===== config.mk =====
export PLATFORM = sky130hd
export DESIGN_NAME = psu_recon
export DESIGN_NICKNAME = d
export VERILOG_FILES = /design/src/rtl/psu_pkg.sv /design/src/rtl/psu_recon.sv
export SDC_FILE = /design/constraint.sdc
export NUM_CORES = 1
export LEC_CHECK = 0
export ABC_AREA = 1
export BUFFER_PORTS_ARGS = -buffer_cell sky130_fd_sc_hd__buf_2
export CAP_MARGIN = 40
export CELL_PAD_IN_SITES_DETAIL_PLACEMENT = 0
export CELL_PAD_IN_SITES_GLOBAL_PLACEMENT = 1
export CORE_UTILIZATION = 44
export DETAILED_ROUTE_END_ITERATION = 16
export PLACE_DENSITY = 0.84
export REMOVE_ABC_BUFFERS = 1
export SLEW_MARGIN = 25
export SYNTH_ARGS = -nofsm -noshare
export SYNTH_HDL_FRONTEND = slang
export SYNTH_SLANG_ARGS = --single-unit
export TNS_END_PERCENT = 10

===== constraint.sdc =====
create_clock -name vclk -period 25.1
set_input_delay 5.02 -clock vclk [all_inputs]
set_output_delay 5.02 -clock vclk [all_outputs]
set_load 0.05 [all_outputs]

===== src/rtl/psu_pkg.sv =====
// psu_pkg: shared types, constants and the Paeth predictor for the PNG scanline unfilter.
// Depends on nothing; used by psu_recon, png_scanline_unfilter_top and psu_checker.
package psu_pkg;

  localparam int BYTE_W     = 8;
  localparam int BPP_W      = 4;
  localparam int LEN_W      = 14;
  localparam int CFG_IDX_W  = 2;
  localparam int CFG_DATA_W = 14;

  localparam logic [CFG_IDX_W-1:0] CFG_BPP = 2'd0;
  localparam logic [CFG_IDX_W-1:0] CFG_LEN = 2'd1;

  localparam logic [BPP_W-1:0] BPP_RESET = 4'd4;
  localparam logic [LEN_W-1:0] LEN_RESET = 14'd1024;

  localparam logic [BYTE_W-1:0] FT_NONE  = 8'd0;
  localparam logic [BYTE_W-1:0] FT_SUB   = 8'd1;
  localparam logic [BYTE_W-1:0] FT_UP    = 8'd2;
  localparam logic [BYTE_W-1:0] FT_AVG   = 8'd3;
  localparam logic [BYTE_W-1:0] FT_PAETH = 8'd4;

  typedef logic [BYTE_W-1:0] byte_t;

  function automatic byte_t paeth(input byte_t a, input byte_t b, input byte_t c);
    logic signed [9:0] p;
    logic signed [9:0] da;
    logic signed [9:0] db;
    logic signed [9:0] dc;
    logic        [9:0] pa;
    logic        [9:0] pb;
    logic        [9:0] pc;
    byte_t             res;
    p  = $signed({2'b00, a}) + $signed({2'b00, b}) - $signed({2'b00, c});
    da = p - $signed({2'b00, a});
    db = p - $signed({2'b00, b});
    dc = p - $signed({2'b00, c});
    pa = (da < 0) ? 10'(-da) : 10'(da);
    pb = (db < 0) ? 10'(-db) : 10'(db);
    pc = (dc < 0) ? 10'(-dc) : 10'(dc);
    if (pa <= pb && pa <= pc) begin
      res = a;
    end else if (pb <= pc) begin
      res = b;
    end else begin
      res = c;
    end
    return res;
  endfunction

endpackage


===== src/rtl/psu_recon.sv =====
// psu_recon: reconstructs one data byte from its filter type and neighbors a, b, c.
// Depends on psu_pkg.
module psu_recon (
  input  psu_pkg::byte_t ftype,
  input  psu_pkg::byte_t x,
  input  psu_pkg::byte_t a,
  input  psu_pkg::byte_t b,
  input  psu_pkg::byte_t c,
  output psu_pkg::byte_t r
);

  logic [psu_pkg::BYTE_W:0] avg_sum;

  assign avg_sum = {1'b0, a} + {1'b0, b};

  always_comb begin
    unique case (ftype)
      psu_pkg::FT_SUB:   r = x + a;
      psu_pkg::FT_UP:    r = x + b;
      psu_pkg::FT_AVG:   r = x + avg_sum[psu_pkg::BYTE_W:1];
      psu_pkg::FT_PAETH: r = x + psu_pkg::paeth(a, b, c);
      default:           r = x;
    endcase
  end

endmodule


Word level (Yosys, flattened, before mapping)
Index checks and enable logic that the tools add are counted.
{ "word_totals": {"input_bits": 40, "regBits": 0} }
{ "op_classes": {"n_mux": 7, "magnitude_cmp": 6, "eq_ne": 4, "add_sub_neg": 13, "reduce_logical": 1} }
{ "op_table": {"columns": ["operator", "n"], "rows": [
  ["8-bit adder", 4],
  ["8-bit one-hot mux with 4 select lines", 1],
  ["10-bit <= comparator", 3],
  ["10-bit by 1-bit less-than comparator with 1-bit output, second input constant", 3],
  ["10-bit 2-to-1 mux", 3],
  ["10-bit negation", 3],
  ["10-bit by 9-bit subtractor with 10-bit output", 3],
  ["8-bit 2-to-1 mux", 3],
  ["8-bit by 8-bit adder with 9-bit output", 2],
  ["8-bit by 2-bit equality test with 1-bit output, second input constant", 2],
  ["9-bit by 8-bit subtractor with 10-bit output", 1],
  ["8-bit by 1-bit equality test with 1-bit output, second input constant", 1],
  ["8-bit by 3-bit equality test with 1-bit output, second input constant", 1],
  ["1-bit logical AND", 1]
]} }

Depth between registers and ports, before layout
{ "depth": {"depth_word": 11, "ltp_mapped": 52, "depth_no_buf": 50} }

Worst setup path before layout
No wires, ideal clock.
{ "synth_timing": {"path_type": "input to output", "start": "input a[1]", "end": "output r[6]", "path_stages": 39, "arrival_time_ns": 12.067, "n_path_buf": 2, "path_slack_ns": 8.013, "path_cell_list": "inv_1 fa_1 inv_1 fa_1 nand3_1 nand3_2 a31oi_1 xnor2_1 ha_1 a21oi_1 a21boi_0 nand2_1 nand2_1 nand3_1 nand2_1 and2_1 buf_6 inv_1 (+3 left out) inv_1 nand3_1 nor3_1 nand2_1 nand3_1 o32ai_1 nand2_4 buf_6 o211ai_1 a22oi_2 ha_1 fa_1 a31oi_1 nor2_1 o21ai_0 nand2_1 xor2_1 o21ai_0"} }
{ "synth_between": {"elab_chain_cells": 11} }
{ "synth_lines": {"columns": ["item", "line_no", "text"], "rows": [
  ["start, declared", "psu_recon.sv:6", "input psu_pkg::byte_t a,"],
  ["8-bit by 8-bit adder with 9-bit output", "psu_pkg.sv:34, psu_recon.sv:14", null],
  ["9-bit by 8-bit subtractor with 10-bit output", "psu_pkg.sv:34", "p = $signed({2'b00, a}) + $signed({2'b00, b}) - $signed({2'b00, c});"],
  ["10-bit by 9-bit subtractor with 10-bit output (on tied branches)", "psu_pkg.sv:36, psu_pkg.sv:35, psu_pkg.sv:37", null],
  ["10-bit negation, or another cell as far along", "psu_pkg.sv:39", "pb = (db < 0) ? 10'(-db) : 10'(db);"],
  ["10-bit 2-to-1 mux (on tied branches)", "psu_pkg.sv:39, psu_pkg.sv:38, psu_pkg.sv:40", null],
  ["10-bit <= comparator (on tied branches)", "psu_pkg.sv:43, psu_pkg.sv:41", null],
  ["8-bit 2-to-1 mux or 1-bit logical AND (tied branches)", "psu_pkg.sv:43, psu_pkg.sv:41", null],
  ["8-bit 2-to-1 mux", "psu_pkg.sv:41", "if (pa <= pb && pa <= pc) begin"],
  ["8-bit 2-to-1 mux", "psu_recon.sv:17", "unique case (ftype)"],
  ["8-bit adder", "psu_recon.sv:21", "psu_pkg::FT_PAETH: r = x + psu_pkg::paeth(a, b, c);"],
  ["8-bit one-hot mux with 4 select lines *", "psu_recon.sv:17", null],
  ["end, declared", "psu_recon.sv:9", "output psu_pkg::byte_t r"]
]} }
Mark *: on every way between the ends. The rest lies on a longest branch, timed or not. The select of a mux whose other input is x is not followed.

Worst setup path after layout
{ "layout_timing": {"start": "input a[1]", "end": "output r[7]"} }
The elaborated chain is that of the path after synthesis.

==> report_table.html <==
<table>
<tr><th>Metric</th><th>Value</th></tr>
<tr><th colspan="2">Logic synthesis</th></tr>
<tr><td>Synth warn</td><td>0</td></tr>
<tr><td>List of most frequent post-synthesis cells</td><td>sky130_fd_sc_hd__nand2_1, sky130_fd_sc_hd__inv_1, sky130_fd_sc_hd__ha_1</td></tr>
<tr><td>Count of unique library cells instantiated by Yosys</td><td>43</td></tr>
<tr><td>Post-synthesis cell count</td><td>~790</td></tr>
<tr><td>Post-synthesis instance area</td><td>~0.0047 mm^2</td></tr>
<tr><td>Most instantiated library cell after synthesis</td><td>sky130_fd_sc_hd__nand2_1</td></tr>
<tr><td>Top cell type by total area after synthesis</td><td>sky130_fd_sc_hd__ha_1</td></tr>
<tr><td>Sequential fraction of the synthesis area</td><td>0%</td></tr>
<tr><td>Biggest area contributors in the synthesized netlist</td><td>sky130_fd_sc_hd__ha_1, sky130_fd_sc_hd__nand2_1, sky130_fd_sc_hd__inv_1, sky130_fd_sc_hd__nand3_1, sky130_fd_sc_hd__fa_1</td></tr>
<tr><td>Synthesized area divided by synthesized cell count</td><td>5.913 um^2</td></tr>
<tr><td>Synth top area share</td><td>slightly above 20%</td></tr>
<tr><th colspan="2">Drt</th></tr>
<tr><td>Vias</td><td>~5000</td></tr>
<tr><td>Highest metal layer used by the detailed router</td><td>met4</td></tr>
<tr><td>Routed met1 length</td><td>around 6.3 mm</td></tr>
<tr><td>Detailed route wirelength on metal3</td><td>~410 um</td></tr>
<tr><td>Routed wl met2</td><td>roughly 6.7 mm</td></tr>
<tr><td>Sum of routed wire length over all layers</td><td>13.75 mm</td></tr>
<tr><td>Antenna violation net count after detailed routing</td><td>0</td></tr>
<tr><td>Remaining design rule violation count</td><td>0</td></tr>
<tr><td>Ratio of routed vias to standard cells</td><td>between 5 and 6</td></tr>
<tr><td>Number of search-and-repair iterations in the first detailed-routing pass</td><td>5</td></tr>
<tr><td>Routed len/inst</td><td>between 10 and 15 um</td></tr>
<tr><td>DRC marker count from the first detailed-route iteration</td><td>216</td></tr>
<tr><th colspan="2">Power and ir drop</th></tr>
<tr><td>Static leakage</td><td>roughly 3.0 nW</td></tr>
<tr><td>IR drop worst, VDD</td><td>between 0.07 and 0.08 mV</td></tr>
<tr><td>Internal power consumption</td><td>~0.26 mW</td></tr>
<tr><td>Sequential power share</td><td>0%</td></tr>
<tr><td>Total Power</td><td>approximately 0.75 mW</td></tr>
<tr><td>Logic pwr share</td><td>100.0%</td></tr>
<tr><td>Part of the total power dissipated in the clock network</td><td>0%</td></tr>
<tr><td>Pwr Density</td><td>about 150 mW/mm^2</td></tr>
<tr><td>Switching Power</td><td>around 0.49 mW</td></tr>
<tr><td>Proportion of total power due to net switching</td><td>between 60% and 70%</td></tr>
<tr><th colspan="2">Timing</th></tr>
<tr><td>Slew at the pin with the worst max-slew slack</td><td>803.5 ps</td></tr>
<tr><td>Final setup violation count</td><td>0</td></tr>
<tr><td>Max-slew violation count</td><td>0</td></tr>
<tr><td>Worst Hold Margin</td><td>approximately 10000 ps</td></tr>
<tr><td>Post-layout worst setup margin</td><td>approximately 7600 ps</td></tr>
<tr><td>Tcrit/Tclk final</td><td>a little over two thirds</td></tr>
<tr><td>Fmax</td><td>between 50 and 60 MHz</td></tr>
<tr><td>Number of failing hold endpoints at the final stage</td><td>0</td></tr>
<tr><td>Final critical path time including I/O delays and setup</td><td>17500 ps</td></tr>
<tr><td>Unrepaired setup endpoints after global routing</td><td>false</td></tr>
<tr><td>Summed negative setup slack over all endpoints</td><td>0 ps</td></tr>
<tr><td>Headroom to the max-slew limit</td><td>between 40% and 50%</td></tr>
<tr><th colspan="2">Global routing</th></tr>
<tr><td>Wire length of the first global-routing pass</td><td>23.12 mm</td></tr>
<tr><td>Global-route usage over all layers</td><td>~26%</td></tr>
<tr><td>Remaining Overflow, GRT</td><td>0</td></tr>
<tr><td>Largest net degree at the start of global routing</td><td>16</td></tr>
<tr><td>Number of antenna violations at the first check in global routing</td><td>0</td></tr>
<tr><td>Via count of the first global-routing pass</td><td>between 4000 and 5000</td></tr>
<tr><th colspan="2">Outcome</th></tr>
<tr><td>Outcome</td><td>completed</td></tr>
<tr><th colspan="2">Placement</th></tr>
<tr><td>Worst slack after detailed placement</td><td>between 7000 and 8000 ps</td></tr>
<tr><td>Final weighted congestion in routability-driven placement</td><td>~1</td></tr>
<tr><td>Total half-perimeter wirelength after legalization and detailed placement</td><td>between 10 and 15 mm</td></tr>
<tr><td>Count of buffers inserted at the top-level ports</td><td>48</td></tr>
<tr><th colspan="2">Min path</th></tr>
<tr><td>Path class of the lowest-slack min-delay path</td><td>in -&gt; out</td></tr>
<tr><th colspan="2">Floorplanning</th></tr>
<tr><td>Vertical die dimension</td><td>104.8 um</td></tr>
<tr><td>Row count</td><td>37</td></tr>
<tr><td>Full die area</td><td>roughly 0.011 mm^2</td></tr>
<tr><td>Top-level I/O count</td><td>48</td></tr>
<tr><td>Die boundary width</td><td>between 100 and 150 um</td></tr>
<tr><td>Starting density of the core</td><td>between 40 and 50%</td></tr>
<tr><td>Core outline area</td><td>between 0.01 and 0.015 mm^2</td></tr>
<tr><th colspan="2">Clock tree</th></tr>
<tr><td>Cts hold-fix bufs</td><td>0</td></tr>
<tr><td># resized after CTS</td><td>0</td></tr>
<tr><td>Setup Buffers After CTS</td><td>0</td></tr>
<tr><th colspan="2">Layout</th></tr>
<tr><td>Post-synthesis to final-layout area growth</td><td>8.363%</td></tr>
<tr><td>Filler Cells Inserted</td><td>1128</td></tr>
<tr><td>Layout net count</td><td>roughly 970</td></tr>
<tr><td>Number of sequential cells in the layout</td><td>0</td></tr>
<tr><td>Clock buffer cells</td><td>0</td></tr>
<tr><td>Register Area</td><td>0 um^2</td></tr>
<tr><td>Multi-input logic area</td><td>0.003959 mm^2</td></tr>
<tr><td>Diode count</td><td>0</td></tr>
<tr><td>Fraction of final layout cells sized beyond drive strength 1</td><td>a little under an eighth</td></tr>
<tr><th colspan="2">Worst setup path</th></tr>
<tr><td>Cell repeated most along the worst path</td><td>sky130_fd_sc_hd__nand2_1</td></tr>
<tr><td>Signal arrival time at the worst endpoint</td><td>12480 ps</td></tr>
<tr><td>Maximum cell stage delay along the critical path</td><td>~630 ps</td></tr>
<tr><td>Worst-path cell with the longest stage delay</td><td>sky130_fd_sc_hd__o32ai_1</td></tr>
<tr><td>Classification of the worst setup path</td><td>in -&gt; out</td></tr>
<tr><td>Startpoint kind of the worst setup timing path</td><td>input port</td></tr>
<tr><td>Endpoint type of the worst setup path</td><td>output port</td></tr>
<tr><td>Worst path required time</td><td>about 20000 ps</td></tr>
<tr><td>Maximum net fanout on the critical path</td><td>15</td></tr>
<tr><th colspan="2">Job</th></tr>
<tr><td>Max-cap violation count</td><td>0</td></tr>
</table>
==> per-stage QoR <==
step,instance area [um^2],util (%),std cells
after global placement,5022,48.87,966
final,5042,49.06,969
after global routing,5042,49.06,969
after floorplan,4612,-,782
after CTS,5035,48.99,968
after detailed placement,5035,48.99,968
==> final cells by class <==
type                            count  area share (%)
Tap cell                          136           3.375
Timing Repair Buffer               51           5.161
Inverter                          174           12.95
Multi-Input combinational cell    608           78.51
==> layer usage <==
layer	global-route usage [%]	vias to the layer above
met4	6.942	0
met3	0.4367	22
met1	32.45	2267
met2	47.78	114
li1	-	2636
met5	0	-
==> kinds of logic (layout without fill, tap and decap cells) <==
family | count (synthesis) | in the layout | synth area share, %
buf+inv | 179 | 225 | 14.92
xor+xnor | 37 | 37 | 6.964
simple gates | 381 | 381 | 37.08
fa+ha+maj | 90 | 90 | 26.30
compound gates | 100 | 100 | 14.74
==> placed cells by master (no fill, tap or decap), types with 4 or more instances in the layout <==
master,count
sky130_fd_sc_hd__nand3_2,6
sky130_fd_sc_hd__nand2_1,196
sky130_fd_sc_hd__buf_2,49
sky130_fd_sc_hd__inv_1,171
sky130_fd_sc_hd__nor2_1,65
sky130_fd_sc_hd__ha_1,77
sky130_fd_sc_hd__a31oi_1,8
sky130_fd_sc_hd__nand2_2,14
sky130_fd_sc_hd__o21ai_0,18
sky130_fd_sc_hd__o211ai_1,8
sky130_fd_sc_hd__xnor2_1,10
sky130_fd_sc_hd__a22oi_2,6
sky130_fd_sc_hd__nand4_1,18
sky130_fd_sc_hd__nand3_1,60
sky130_fd_sc_hd__a21oi_1,35
sky130_fd_sc_hd__fa_1,13
sky130_fd_sc_hd__o211ai_2,7
sky130_fd_sc_hd__nor3_1,6
sky130_fd_sc_hd__nand2_4,4
sky130_fd_sc_hd__xor2_1,27
==> critical path, delay by kind of cell <==
kind                     cells  cell delay [ps]
AO/OA/AOI/OAI               10             2220
buffers and inverters        7              840
XOR/XNOR                     1              200
adder cells (fa/ha/maj)      5             1930
AND/OR/NAND/NOR             23             2240
==> path summary, 6_finish.rpt <==
path,startpoint,end,slack (ps),cells past startpoint
worst min-delay path,x[7],r[7],10440,4
worst max-delay path,a[1],r[7],7600,46
==> power groups by stage <==
stage | logic [mW] | registers (mW) | clock network [mW]
floorplan | 0.576 | 0 | 0
global placement | 0.725 | 0 | 0
detailed placement | 0.743 | 0 | 0
CTS | 0.747 | 0 | 0
global route | 0.857 | 0 | 0
finish | 0.750 | 0 | 0
No activity file was read; power rests on OpenSTA's default activity.
